File: config.mk
export PLATFORM = sky130hd
export DESIGN_NAME = rv64_immediate_materializer_unit
export DESIGN_NICKNAME = d
export VERILOG_FILES = /design/src/design/rim_pkg.sv /design/src/design/rv64_immediate_materializer_unit.sv /design/src/design/rim_front.sv /design/src/design/rim_fifo.sv /design/src/design/rim_back.sv
export SDC_FILE = /design/constraint.sdc
export NUM_CORES = 1
export LEC_CHECK = 0
export ABC_AREA = 0
export BUFFER_PORTS_ARGS = -buffer_cell sky130_fd_sc_hd__buf_2
export CAP_MARGIN = 5
export CORE_ASPECT_RATIO = 0.75
export CORE_MARGIN = 3
export CORE_UTILIZATION = 57
export DETAILED_ROUTE_END_ITERATION = 7
export PLACE_DENSITY = 0.77
export RECOVER_POWER = 100
export SYNTH_ARGS = -nofsm -noshare
export SYNTH_HDL_FRONTEND = slang
export SYNTH_SLANG_ARGS = --single-unit
File: constraint.sdc
create_clock -name clk_i -period 5.3 [get_ports clk_i]
set_input_delay 1.06 -clock clk_i [delete_from_list [all_inputs] [get_ports clk_i]]
set_output_delay 1.06 -clock clk_i [all_outputs]
set_load 0.1 [all_outputs]
File: src/design/rim_pkg.sv
package rim_pkg;

  // Datapath widths
  localparam int unsigned RIM_XLEN   = 64;
  localparam int unsigned RIM_LO_W   = 12;
  localparam int unsigned RIM_HI_W   = RIM_XLEN - RIM_LO_W;
  localparam int unsigned RIM_LEVELS = 3;
  localparam int unsigned RIM_LVW    = $clog2(RIM_LEVELS);

  // Descriptor queue between front and back (power of two)
  localparam int unsigned RIM_QDEPTH = 2;
  localparam int unsigned RIM_QPTRW  = $clog2(RIM_QDEPTH);

  // Request kinds
  localparam logic [1:0] KIND_LOAD = 2'd0;
  localparam logic [1:0] KIND_ADD  = 2'd1;
  localparam logic [1:0] KIND_SUB  = 2'd2;

  // Encoding constants
  localparam logic [15:0] ENC_C_ADDI  = 16'h0001;
  localparam logic [15:0] ENC_C_SLLI  = 16'h0002;
  localparam logic [15:0] ENC_C_ADDIW = 16'h2001;
  localparam logic [15:0] ENC_C_LI    = 16'h4001;
  localparam logic [15:0] ENC_C_LUI   = 16'h6001;
  localparam logic [15:0] ENC_C_ADD   = 16'h9002;
  localparam logic [6:0]  OP_LUI      = 7'h37;
  localparam logic [6:0]  OP_IMM      = 7'h13;
  localparam logic [6:0]  OP_IMM32    = 7'h1b;
  localparam logic [2:0]  F3_ADD      = 3'b000;
  localparam logic [4:0]  SCRATCH_REG = 5'd6;
  localparam logic [4:0]  SP_REG      = 5'd2;
  localparam logic [RIM_XLEN-1:0] ROUND_HALF = RIM_XLEN'(64'h800);

  typedef enum logic [1:0] {
    MODE_LOAD,
    MODE_ADD_SMALL,
    MODE_LOAD_ADD
  } rim_mode_e;

  typedef struct packed {
    logic [1:0]          kind;
    logic [4:0]          dest_reg;
    logic signed [63:0]  immediate;
  } rim_in_t;

  typedef struct packed {
    logic [31:0] instr_word;
    logic        compressed;
    logic        last;
  } rim_out_t;

  // One classified request: base pair plus shift/add levels, innermost at 0
  typedef struct packed {
    rim_mode_e                       mode;
    logic [4:0]                      rd;
    logic [4:0]                      dest;
    logic [19:0]                     hi20;
    logic [RIM_LO_W-1:0]             lo12;
    logic [RIM_LVW-1:0]              nlev;
    logic [RIM_LEVELS-1:0][5:0]      lev_shamt;
    logic [RIM_LEVELS-1:0][RIM_LO_W-1:0] lev_lo;
  } rim_desc_t;

endpackage

File: src/design/rv64_immediate_materializer_unit.sv
// Channel  Dir  Handshake                 Word
// in       in   in_valid_i / in_ready_o   rim_in_t  {kind, dest_reg, immediate}
// out      out  out_valid_o / out_ready_i rim_out_t {instr_word, compressed, last}
//
// Front takes one request at a time. A zero add or unused kind is dropped;
// a small add is queued directly; a load or large add runs a round add, a
// trailing-zero search and an arithmetic shift per shift level (up to 3).
// Back emits one word per cycle unless the output stalls, from a 2-deep request
// queue, up to 9 words; it takes the next request once all words are emitted.
// Reset is asynchronous and clears all control; nothing to sweep.
// Output stalls back up into the queue, then into the front, never drop words.
module rv64_immediate_materializer_unit import rim_pkg::*; (
  input  logic     clk_i,
  input  logic     rst_ni,
  input  logic     in_valid_i,
  output logic     in_ready_o,
  input  rim_in_t  in_data_i,
  output logic     out_valid_o,
  input  logic     out_ready_i,
  output rim_out_t out_data_o
);

  logic      fq_valid, fq_ready, qb_valid, qb_ready;
  rim_desc_t fq_desc, qb_desc;

  // classify and split into levels
  rim_front u_front (
    .clk_i        (clk_i),
    .rst_ni       (rst_ni),
    .in_valid_i   (in_valid_i),
    .in_ready_o   (in_ready_o),
    .in_data_i    (in_data_i),
    .desc_valid_o (fq_valid),
    .desc_ready_i (fq_ready),
    .desc_o       (fq_desc)
  );

  // request queue
  rim_fifo u_fifo (
    .clk_i        (clk_i),
    .rst_ni       (rst_ni),
    .push_valid_i (fq_valid),
    .push_ready_o (fq_ready),
    .push_data_i  (fq_desc),
    .pop_valid_o  (qb_valid),
    .pop_ready_i  (qb_ready),
    .pop_data_o   (qb_desc)
  );

  // instruction emitter
  rim_back u_back (
    .clk_i        (clk_i),
    .rst_ni       (rst_ni),
    .desc_valid_i (qb_valid),
    .desc_ready_o (qb_ready),
    .desc_i       (qb_desc),
    .out_valid_o  (out_valid_o),
    .out_ready_i  (out_ready_i),
    .out_data_o   (out_data_o)
  );

endmodule

File: src/design/rim_front.sv
module rim_front import rim_pkg::*; (
  input  logic      clk_i,
  input  logic      rst_ni,
  input  logic      in_valid_i,
  output logic      in_ready_o,
  input  rim_in_t   in_data_i,
  output logic      desc_valid_o,
  input  logic      desc_ready_i,
  output rim_desc_t desc_o
);

  typedef enum logic [2:0] {
    F_IDLE,
    F_CLASS,
    F_LVL_A,
    F_LVL_B,
    F_LVL_C,
    F_PUSH
  } f_state_e;

  f_state_e              state_q;
  logic [1:0]            kind_q;
  logic [4:0]            dest_q;
  logic [RIM_XLEN-1:0]   val_q;
  logic [RIM_HI_W-1:0]   sum_q;
  logic [5:0]            tz_q;
  rim_desc_t             desc_q;

  logic [RIM_XLEN-1:0]   neg_val, eff_val, lvl_sum, next_val;
  logic [31:0]           base_sum;
  logic                  eff_zero, eff_fit12, val_fit32;
  logic [5:0]            tz_d, next_sh;
  logic signed [RIM_XLEN-1:0] hs_ext, hs;
  logic                  hs_fit12, hs_fit20, adj;

  // trailing zeros of the rounded upper part, capped one below its width
  function automatic logic [5:0] ctz_hi(logic [RIM_HI_W-1:0] x);
    logic [5:0] n;
    n = 6'(RIM_HI_W - 1);
    for (int i = RIM_HI_W - 2; i >= 0; i--) begin
      if (x[i]) n = 6'(i);
    end
    return n;
  endfunction

  // classification and level arithmetic
  always_comb begin
    neg_val   = '0 - val_q;
    eff_val   = (kind_q == KIND_SUB) ? neg_val : val_q;
    eff_zero  = (eff_val == '0);
    eff_fit12 = (eff_val[RIM_XLEN-1:11] == '0) || (&eff_val[RIM_XLEN-1:11]);
    val_fit32 = (val_q[RIM_XLEN-1:31] == '0) || (&val_q[RIM_XLEN-1:31]);
    base_sum  = val_q[31:0] + ROUND_HALF[31:0];
    lvl_sum   = val_q + ROUND_HALF;
    tz_d      = ctz_hi(sum_q);
    hs_ext    = {{RIM_LO_W{sum_q[RIM_HI_W-1]}}, sum_q};
    hs        = hs_ext >>> tz_q;
    hs_fit12  = (hs[RIM_XLEN-1:11] == '0) || (&hs[RIM_XLEN-1:11]);
    hs_fit20  = (hs[RIM_XLEN-1:19] == '0) || (&hs[RIM_XLEN-1:19]);
    // fold twelve bits of shift into the base when that keeps it in 32 bits
    adj       = (tz_q != '0) && !hs_fit12 && hs_fit20;
    next_val  = adj ? {hs[RIM_HI_W-1:0], {RIM_LO_W{1'b0}}} : hs;
    next_sh   = adj ? tz_q : tz_q + 6'(RIM_LO_W);
  end

  // request sequencer
  always_ff @(posedge clk_i or negedge rst_ni) begin
    if (!rst_ni) begin
      state_q <= F_IDLE;
      kind_q  <= '0;
      dest_q  <= '0;
      val_q   <= '0;
      sum_q   <= '0;
      tz_q    <= '0;
      desc_q  <= '0;
    end else begin
      unique case (state_q)
        F_IDLE: begin
          if (in_valid_i) begin
            kind_q  <= in_data_i.kind;
            dest_q  <= in_data_i.dest_reg;
            val_q   <= in_data_i.immediate;
            state_q <= F_CLASS;
          end
        end
        F_CLASS: begin
          desc_q.dest <= dest_q;
          desc_q.nlev <= '0;
          if (kind_q == KIND_LOAD) begin
            desc_q.mode <= MODE_LOAD;
            desc_q.rd   <= dest_q;
            state_q     <= F_LVL_A;
          end else if ((kind_q == KIND_ADD || kind_q == KIND_SUB) && !eff_zero) begin
            if (eff_fit12) begin
              desc_q.mode <= MODE_ADD_SMALL;
              desc_q.rd   <= dest_q;
              desc_q.hi20 <= '0;
              desc_q.lo12 <= eff_val[RIM_LO_W-1:0];
              state_q     <= F_PUSH;
            end else begin
              desc_q.mode <= MODE_LOAD_ADD;
              desc_q.rd   <= SCRATCH_REG;
              val_q       <= eff_val;
              state_q     <= F_LVL_A;
            end
          end else begin
            state_q <= F_IDLE;
          end
        end
        F_LVL_A: begin
          if (val_fit32) begin
            desc_q.hi20 <= base_sum[31:12];
            desc_q.lo12 <= val_q[RIM_LO_W-1:0];
            state_q     <= F_PUSH;
          end else begin
            sum_q            <= lvl_sum[RIM_XLEN-1:RIM_LO_W];
            desc_q.lev_lo    <= {desc_q.lev_lo[RIM_LEVELS-2:0], val_q[RIM_LO_W-1:0]};
            desc_q.lev_shamt <= {desc_q.lev_shamt[RIM_LEVELS-2:0], 6'd0};
            desc_q.nlev      <= desc_q.nlev + 1'b1;
            state_q          <= F_LVL_B;
          end
        end
        F_LVL_B: begin
          tz_q    <= tz_d;
          state_q <= F_LVL_C;
        end
        F_LVL_C: begin
          val_q               <= next_val;
          desc_q.lev_shamt[0] <= next_sh;
          state_q             <= F_LVL_A;
        end
        F_PUSH: begin
          if (desc_ready_i) state_q <= F_IDLE;
        end
        default: state_q <= F_IDLE;
      endcase
    end
  end

  assign in_ready_o   = (state_q == F_IDLE);
  assign desc_valid_o = (state_q == F_PUSH);
  assign desc_o       = desc_q;

endmodule

File: src/design/rim_fifo.sv
module rim_fifo import rim_pkg::*; (
  input  logic      clk_i,
  input  logic      rst_ni,
  input  logic      push_valid_i,
  output logic      push_ready_o,
  input  rim_desc_t push_data_i,
  output logic      pop_valid_o,
  input  logic      pop_ready_i,
  output rim_desc_t pop_data_o
);

  rim_desc_t                mem_q [RIM_QDEPTH];
  logic [RIM_QPTRW-1:0]     wptr_q, rptr_q;
  logic [RIM_QPTRW:0]       count_q;
  logic                     push, pop;

  assign push_ready_o = (count_q != (RIM_QPTRW+1)'(RIM_QDEPTH));
  assign pop_valid_o  = (count_q != '0);
  assign push         = push_valid_i && push_ready_o;
  assign pop          = pop_ready_i && pop_valid_o;
  assign pop_data_o   = mem_q[rptr_q];

  // pointers and fill level
  always_ff @(posedge clk_i or negedge rst_ni) begin
    if (!rst_ni) begin
      wptr_q  <= '0;
      rptr_q  <= '0;
      count_q <= '0;
    end else begin
      if (push) wptr_q <= wptr_q + 1'b1;
      if (pop)  rptr_q <= rptr_q + 1'b1;
      unique case ({push, pop})
        2'b10:   count_q <= count_q + 1'b1;
        2'b01:   count_q <= count_q - 1'b1;
        default: count_q <= count_q;
      endcase
    end
  end

  // storage
  always_ff @(posedge clk_i) begin
    if (push) mem_q[wptr_q] <= push_data_i;
  end

endmodule

File: src/design/rim_back.sv
module rim_back import rim_pkg::*; (
  input  logic      clk_i,
  input  logic      rst_ni,
  input  logic      desc_valid_i,
  output logic      desc_ready_o,
  input  rim_desc_t desc_i,
  output logic      out_valid_o,
  input  logic      out_ready_i,
  output rim_out_t  out_data_o
);

  // word slots in program order: base pair, then shift/add per level, then C.ADD
  localparam int unsigned SLOTS     = 3 + 2 * RIM_LEVELS;
  localparam logic [3:0]  SLOT_HI   = 4'd0;
  localparam logic [3:0]  SLOT_LO   = 4'd1;
  localparam logic [3:0]  SLOT_CADD = 4'(SLOTS - 1);

  rim_desc_t          desc_q;
  logic [SLOTS-1:0]   mask_q, mask_new, sel_hot;
  logic               out_valid_q;
  rim_out_t           out_q, word_d;
  logic [3:0]         idx;
  logic               emit, take;
  logic               new_hi_nz, hi_nz, h_fit6, lo_fit6, ll_fit6;
  logic [1:0]         lev_raw;
  logic [RIM_LVW-1:0] lev;
  logic [5:0]         sh;
  logic [RIM_LO_W-1:0] ll;
  logic [15:0]        cw;

  function automatic logic [15:0] cfield(logic [5:0] imm, logic [4:0] r);
    return {3'b000, imm[5], r, imm[4:0], 2'b00};
  endfunction

  // which words the next request produces
  always_comb begin
    new_hi_nz   = (desc_i.hi20 != '0);
    mask_new    = '0;
    mask_new[SLOT_HI] = (desc_i.mode != MODE_ADD_SMALL) && new_hi_nz;
    mask_new[SLOT_LO] = (desc_i.mode == MODE_ADD_SMALL) || (desc_i.lo12 != '0) || !new_hi_nz;
    for (int j = 0; j < RIM_LEVELS; j++) begin
      mask_new[2 + 2*j] = (RIM_LVW'(j) < desc_i.nlev);
      mask_new[3 + 2*j] = (RIM_LVW'(j) < desc_i.nlev) && (desc_i.lev_lo[j] != '0);
    end
    mask_new[SLOT_CADD] = (desc_i.mode == MODE_LOAD_ADD);
  end

  // pick the earliest pending slot
  always_comb begin
    idx = '0;
    for (int i = SLOTS - 1; i >= 0; i--) begin
      if (mask_q[i]) idx = 4'(i);
    end
    sel_hot = SLOTS'(1) << idx;
  end

  // encode the selected word
  always_comb begin
    hi_nz   = (desc_q.hi20 != '0);
    h_fit6  = (desc_q.hi20[19:5] == '0) || (&desc_q.hi20[19:5]);
    lo_fit6 = (desc_q.lo12[11:5] == '0) || (&desc_q.lo12[11:5]);
    lev_raw = idx[2:1] - 2'd1;
    lev     = (idx[2:1] == 2'd0) ? '0 : RIM_LVW'(lev_raw);
    sh      = desc_q.lev_shamt[lev];
    ll      = desc_q.lev_lo[lev];
    ll_fit6 = (ll[11:5] == '0) || (&ll[11:5]);
    cw      = '0;
    word_d.last       = ((mask_q & ~sel_hot) == '0);
    word_d.compressed = 1'b1;
    word_d.instr_word = '0;
    unique case (idx)
      SLOT_HI: begin
        // C.LUI is reserved or repurposed on x0 and x2
        if (h_fit6 && desc_q.rd != '0 && desc_q.rd != SP_REG) begin
          cw = ENC_C_LUI | cfield(desc_q.hi20[5:0], desc_q.rd);
          word_d.instr_word = {16'h0, cw};
        end else begin
          word_d.compressed = 1'b0;
          word_d.instr_word = {desc_q.hi20, desc_q.rd, OP_LUI};
        end
      end
      SLOT_LO: begin
        if (desc_q.mode == MODE_ADD_SMALL) begin
          if (lo_fit6) begin
            cw = ENC_C_ADDI | cfield(desc_q.lo12[5:0], desc_q.rd);
            word_d.instr_word = {16'h0, cw};
          end else begin
            word_d.compressed = 1'b0;
            word_d.instr_word = {desc_q.lo12, desc_q.rd, F3_ADD, desc_q.rd, OP_IMM};
          end
        end else if (lo_fit6 && (!hi_nz || desc_q.rd != '0)) begin
          // C.ADDIW after a LUI, C.LI on its own
          cw = (hi_nz ? ENC_C_ADDIW : ENC_C_LI) | cfield(desc_q.lo12[5:0], desc_q.rd);
          word_d.instr_word = {16'h0, cw};
        end else begin
          word_d.compressed = 1'b0;
          word_d.instr_word = {desc_q.lo12, (hi_nz ? desc_q.rd : 5'd0), F3_ADD,
                               desc_q.rd, (hi_nz ? OP_IMM32 : OP_IMM)};
        end
      end
      SLOT_CADD: begin
        cw = ENC_C_ADD | {4'h0, desc_q.dest, SCRATCH_REG, 2'b00};
        word_d.instr_word = {16'h0, cw};
      end
      default: begin
        if (!idx[0]) begin
          cw = ENC_C_SLLI | cfield(sh, desc_q.rd);
          word_d.instr_word = {16'h0, cw};
        end else if (ll_fit6) begin
          cw = ENC_C_ADDI | cfield(ll[5:0], desc_q.rd);
          word_d.instr_word = {16'h0, cw};
        end else begin
          word_d.compressed = 1'b0;
          word_d.instr_word = {ll, desc_q.rd, F3_ADD, desc_q.rd, OP_IMM};
        end
      end
    endcase
  end

  assign desc_ready_o = (mask_q == '0);
  assign take         = desc_valid_i && desc_ready_o;
  assign emit         = (mask_q != '0) && (!out_valid_q || out_ready_i);

  // slot tracking and output valid
  always_ff @(posedge clk_i or negedge rst_ni) begin
    if (!rst_ni) begin
      mask_q      <= '0;
      out_valid_q <= 1'b0;
    end else begin
      if (take) begin
        mask_q <= mask_new;
      end else if (emit) begin
        mask_q <= mask_q & ~sel_hot;
      end
      if (emit) begin
        out_valid_q <= 1'b1;
      end else if (out_ready_i) begin
        out_valid_q <= 1'b0;
      end
    end
  end

  // payload
  always_ff @(posedge clk_i) begin
    if (take) desc_q <= desc_i;
    if (emit) out_q  <= word_d;
  end

  assign out_valid_o = out_valid_q;
  assign out_data_o  = out_q;

endmodule

==> metrics.txt <==
Critical Path Source=u_front.tz_q[2]; clk buf depth=3; Initial Util=0.578; status=finished with violations; yosys synthesis warning count=0; Layout Area Growth over Synthesis=10.7%; post-synthesis net count=3,011; HPWL after detailed placement=78.5 mm; most frequently used cell type in the post-synthesis netlist=edfxtp_1; first-pass GRT wire length=157 mm; sequential cell area fraction in the yosys report=0.510; Horiz. Die Dim=278 um; top post-synthesis cells by count=332 x edfxtp_1, 297 x nor2_1, 246 x dfrtp_1; DRC=2; Tightest Hold Check Type=in -> async; number of iterations in the first detailed-routing pass=8; cell area after technology mapping=31,600 um2; final critical-path required period=5120 ps; final hold slack=432 ps; number of cell rows=74; top cells by area, synth=edfxtp_1 32%, dfrtp_1 19%, mux2_2 6.4%; pin count of the biggest net entering global routing=125; layout cell share with drive strength beyond 1=0.166; maximum frequency from static timing analysis=195 MHz; required time of the worst setup path=5800 ps; setup repair after global routing missed its margin=false; cell with the biggest individual delay on the critical path=dfrtp_2; startpoint of the lowest-slack register-to-register path=u_front.tz_q[2]; number of buffers created by CTS=55; Post-synth ARST share=0.426; die area=58,300 um2; via count normalized by instance count=6.90; Worst-path clk slew=70 ps; vias in the first global route=24.1k; Detailed Route WL=106 mm; critical path class=reg -> reg; count of flip-flops with a built-in enable after synthesis=332; H-Tree Level Count=2; cell taking the most area after synthesis=edfxtp_1; cell count after synthesis=2,928; core area=54,600 um2; final setup margin=176 ps; final global-route overflow total=0; startpoint types=flop; CTS sink count=578; VDD IR max=0.000396 V; clock root buffer master=clkbuf_16; number of nets still failing antenna checks after routing=0; total routing usage reported by global routing=0.357; final-layout setup total negative slack=0 ps; Clock Skews=30.7 ps; maximum fanout along the worst path=36; I/O pin count=111; top flip-flop cell by instance count after synthesis=edfxtp_1; Crit. End Element=flop; via count=26.0k; number of max-slew violations in the final report=478; fin nets=3,074; internal reg-to-reg setup slack=180 ps; clock tree from TritonCTS=built; IO Port Bufs=110; Worst Max-Slew Pin Slew=3330 ps; highest cell delay on the worst timing path=910 ps; headroom to the max-slew limit=-1.22; worst slack at placement=433 ps; Period Utilization, post-route=0.967; routed wire length per instance=28.1 um; source-to-sink clock delay at the later pin of the worst-skew pair=640 ps; hold buffer count at cts=0; DRC violation total after the first TritonRoute iteration=4,262; setup-violating endpoint count in the final report=0; violations in the final reports=design-rule violations, max-capacitance violations, max-slew violations; number of antenna violations at the first check in global routing=2; total power per unit cell area=735 nW/um2; total power of the final layout=25.7 mW; routability-driven placement congestion ratio=1.05; floorplan die height=210 um; synthesis-stage register bit count=578; top cell type's share of synthesized area=0.315; cell chain of the critical path=buf_4 > mux4_2 > mux2i_1 > mux4_2 > o21ai_0 > nand4_1 > nor4_1 > a2bb2oi_2 > buf_4 > nor3_1 > a31oi_1 > a31oi_1; number of distinct library cells after synthesis=96; arrival time of data at the critical path endpoint=5620 ps; count of endpoints failing hold in the final timing report=0; Leak Pwr=12.6 nW; maximum capacitance violations=11; syn avg cell area=10.8 um2
[flip-flops by register name, summed over array words and instances, names as in the netlist, 2 cells and up]
register	flops
u_back.out_data_o	34
u_front.dest_q	5
u_fifo.mem_q	200
u_front.kind_q	2
u_front.tz_q	6
u_front.desc_o	100
u_front.sum_q	52
u_back.mask_q	9
u_fifo.count_q	2
u_front.val_q	64
u_front.state_q	3
u_back.desc_q	98
[layout make-up]
type | instances | area [um2]
antenna | 4 | 10.0
clock buffer | 70 | 1460
clock inverter | 34 | 355
fill | 4320 | 19700
inverter | 62 | 234
multi-input combinational | 2050 | 14300
sequential | 578 | 16100
tap | 722 | 903
timing repair buffer | 244 | 1530
[logic make-up (layout without fill, tap and decap cells)]
family	count (synthesis)	in the layout	share of synthesized area
buf+inv	300	410	0.0383
compound gates	673	673	0.142
mux	326	326	0.128
simple gates	911	911	0.142
other cells	0	4	0
fa+ha+maj	8	8	0.00317
xor+xnor	132	132	0.0366
flops	578	578	0.510
[power breakdown]
part	switching, mW	internal, mW	leakage, nW
registers	1.82	6.33	5.92
clock network	1.76	2.22	0.884
logic	8.93	4.65	5.76
total	12.5	13.2	12.6
[metal layers]
metal	track usage	wire length, um
met5	0	0
met4	0.0835	2270
met3	0.120	16100
met2	0.482	42400
met1	0.553	44800
[through the flow]
step	instance area, um2	instances	utilization
after detailed placement	33300	3656	0.610
after global routing	35000	3760	0.640
after floorplan	31600	2928	-
after CTS	35100	3760	0.643
final	35000	3764	0.640
after global placement	33300	3656	0.610
[layout by cell type, fill, tap and decap left out, drive strengths merged, types with 25 or more instances in the layout]
master / count
nor3: 62
a31oi: 32
clkinv: 25
a211oi: 31
clkbuf: 124
inv: 63
mux4: 44
dfrtp: 246
a22oi: 28
mux2: 188
nor4: 70
a21oi: 172
o31ai: 39
nor2: 297
o21ai: 163
edfxtp: 332
xnor2: 85
buf: 190
nand3: 79
nand2: 208
xor2: 47
nand4: 43
mux2i: 94
[critical path: cells and delay by family, from the launching register on]
kind            cells  cell delay [ps]
compound gates      4             1810
buf+inv             2              730
mux                 3              880
flops               1              910
simple gates        3              640
[path summary, 6_finish.rpt]
path,cells after the start,end
min reg2reg,0,u_fifo.mem_q[0][97]
max in group asynchronous,2,u_front.sum_q[40]
max,12,u_front.val_q[12]
max reg2reg,12,u_front.val_q[12]
min,1,u_front.desc_o[48]
min in group clk_i,0,u_fifo.mem_q[0][97]
[repair_timing]
| item | 4_1_cts | 5_1_grt |
|---|---|---|
| resized for setup | 0 | 1 |
| hold endpoints to repair | 0 | 0 |
| endpoints found under the setup margin | 0 | 7 |
| buffers inserted | 0 | 0 |
Note: power is estimated with default switching activity, not from simulation.
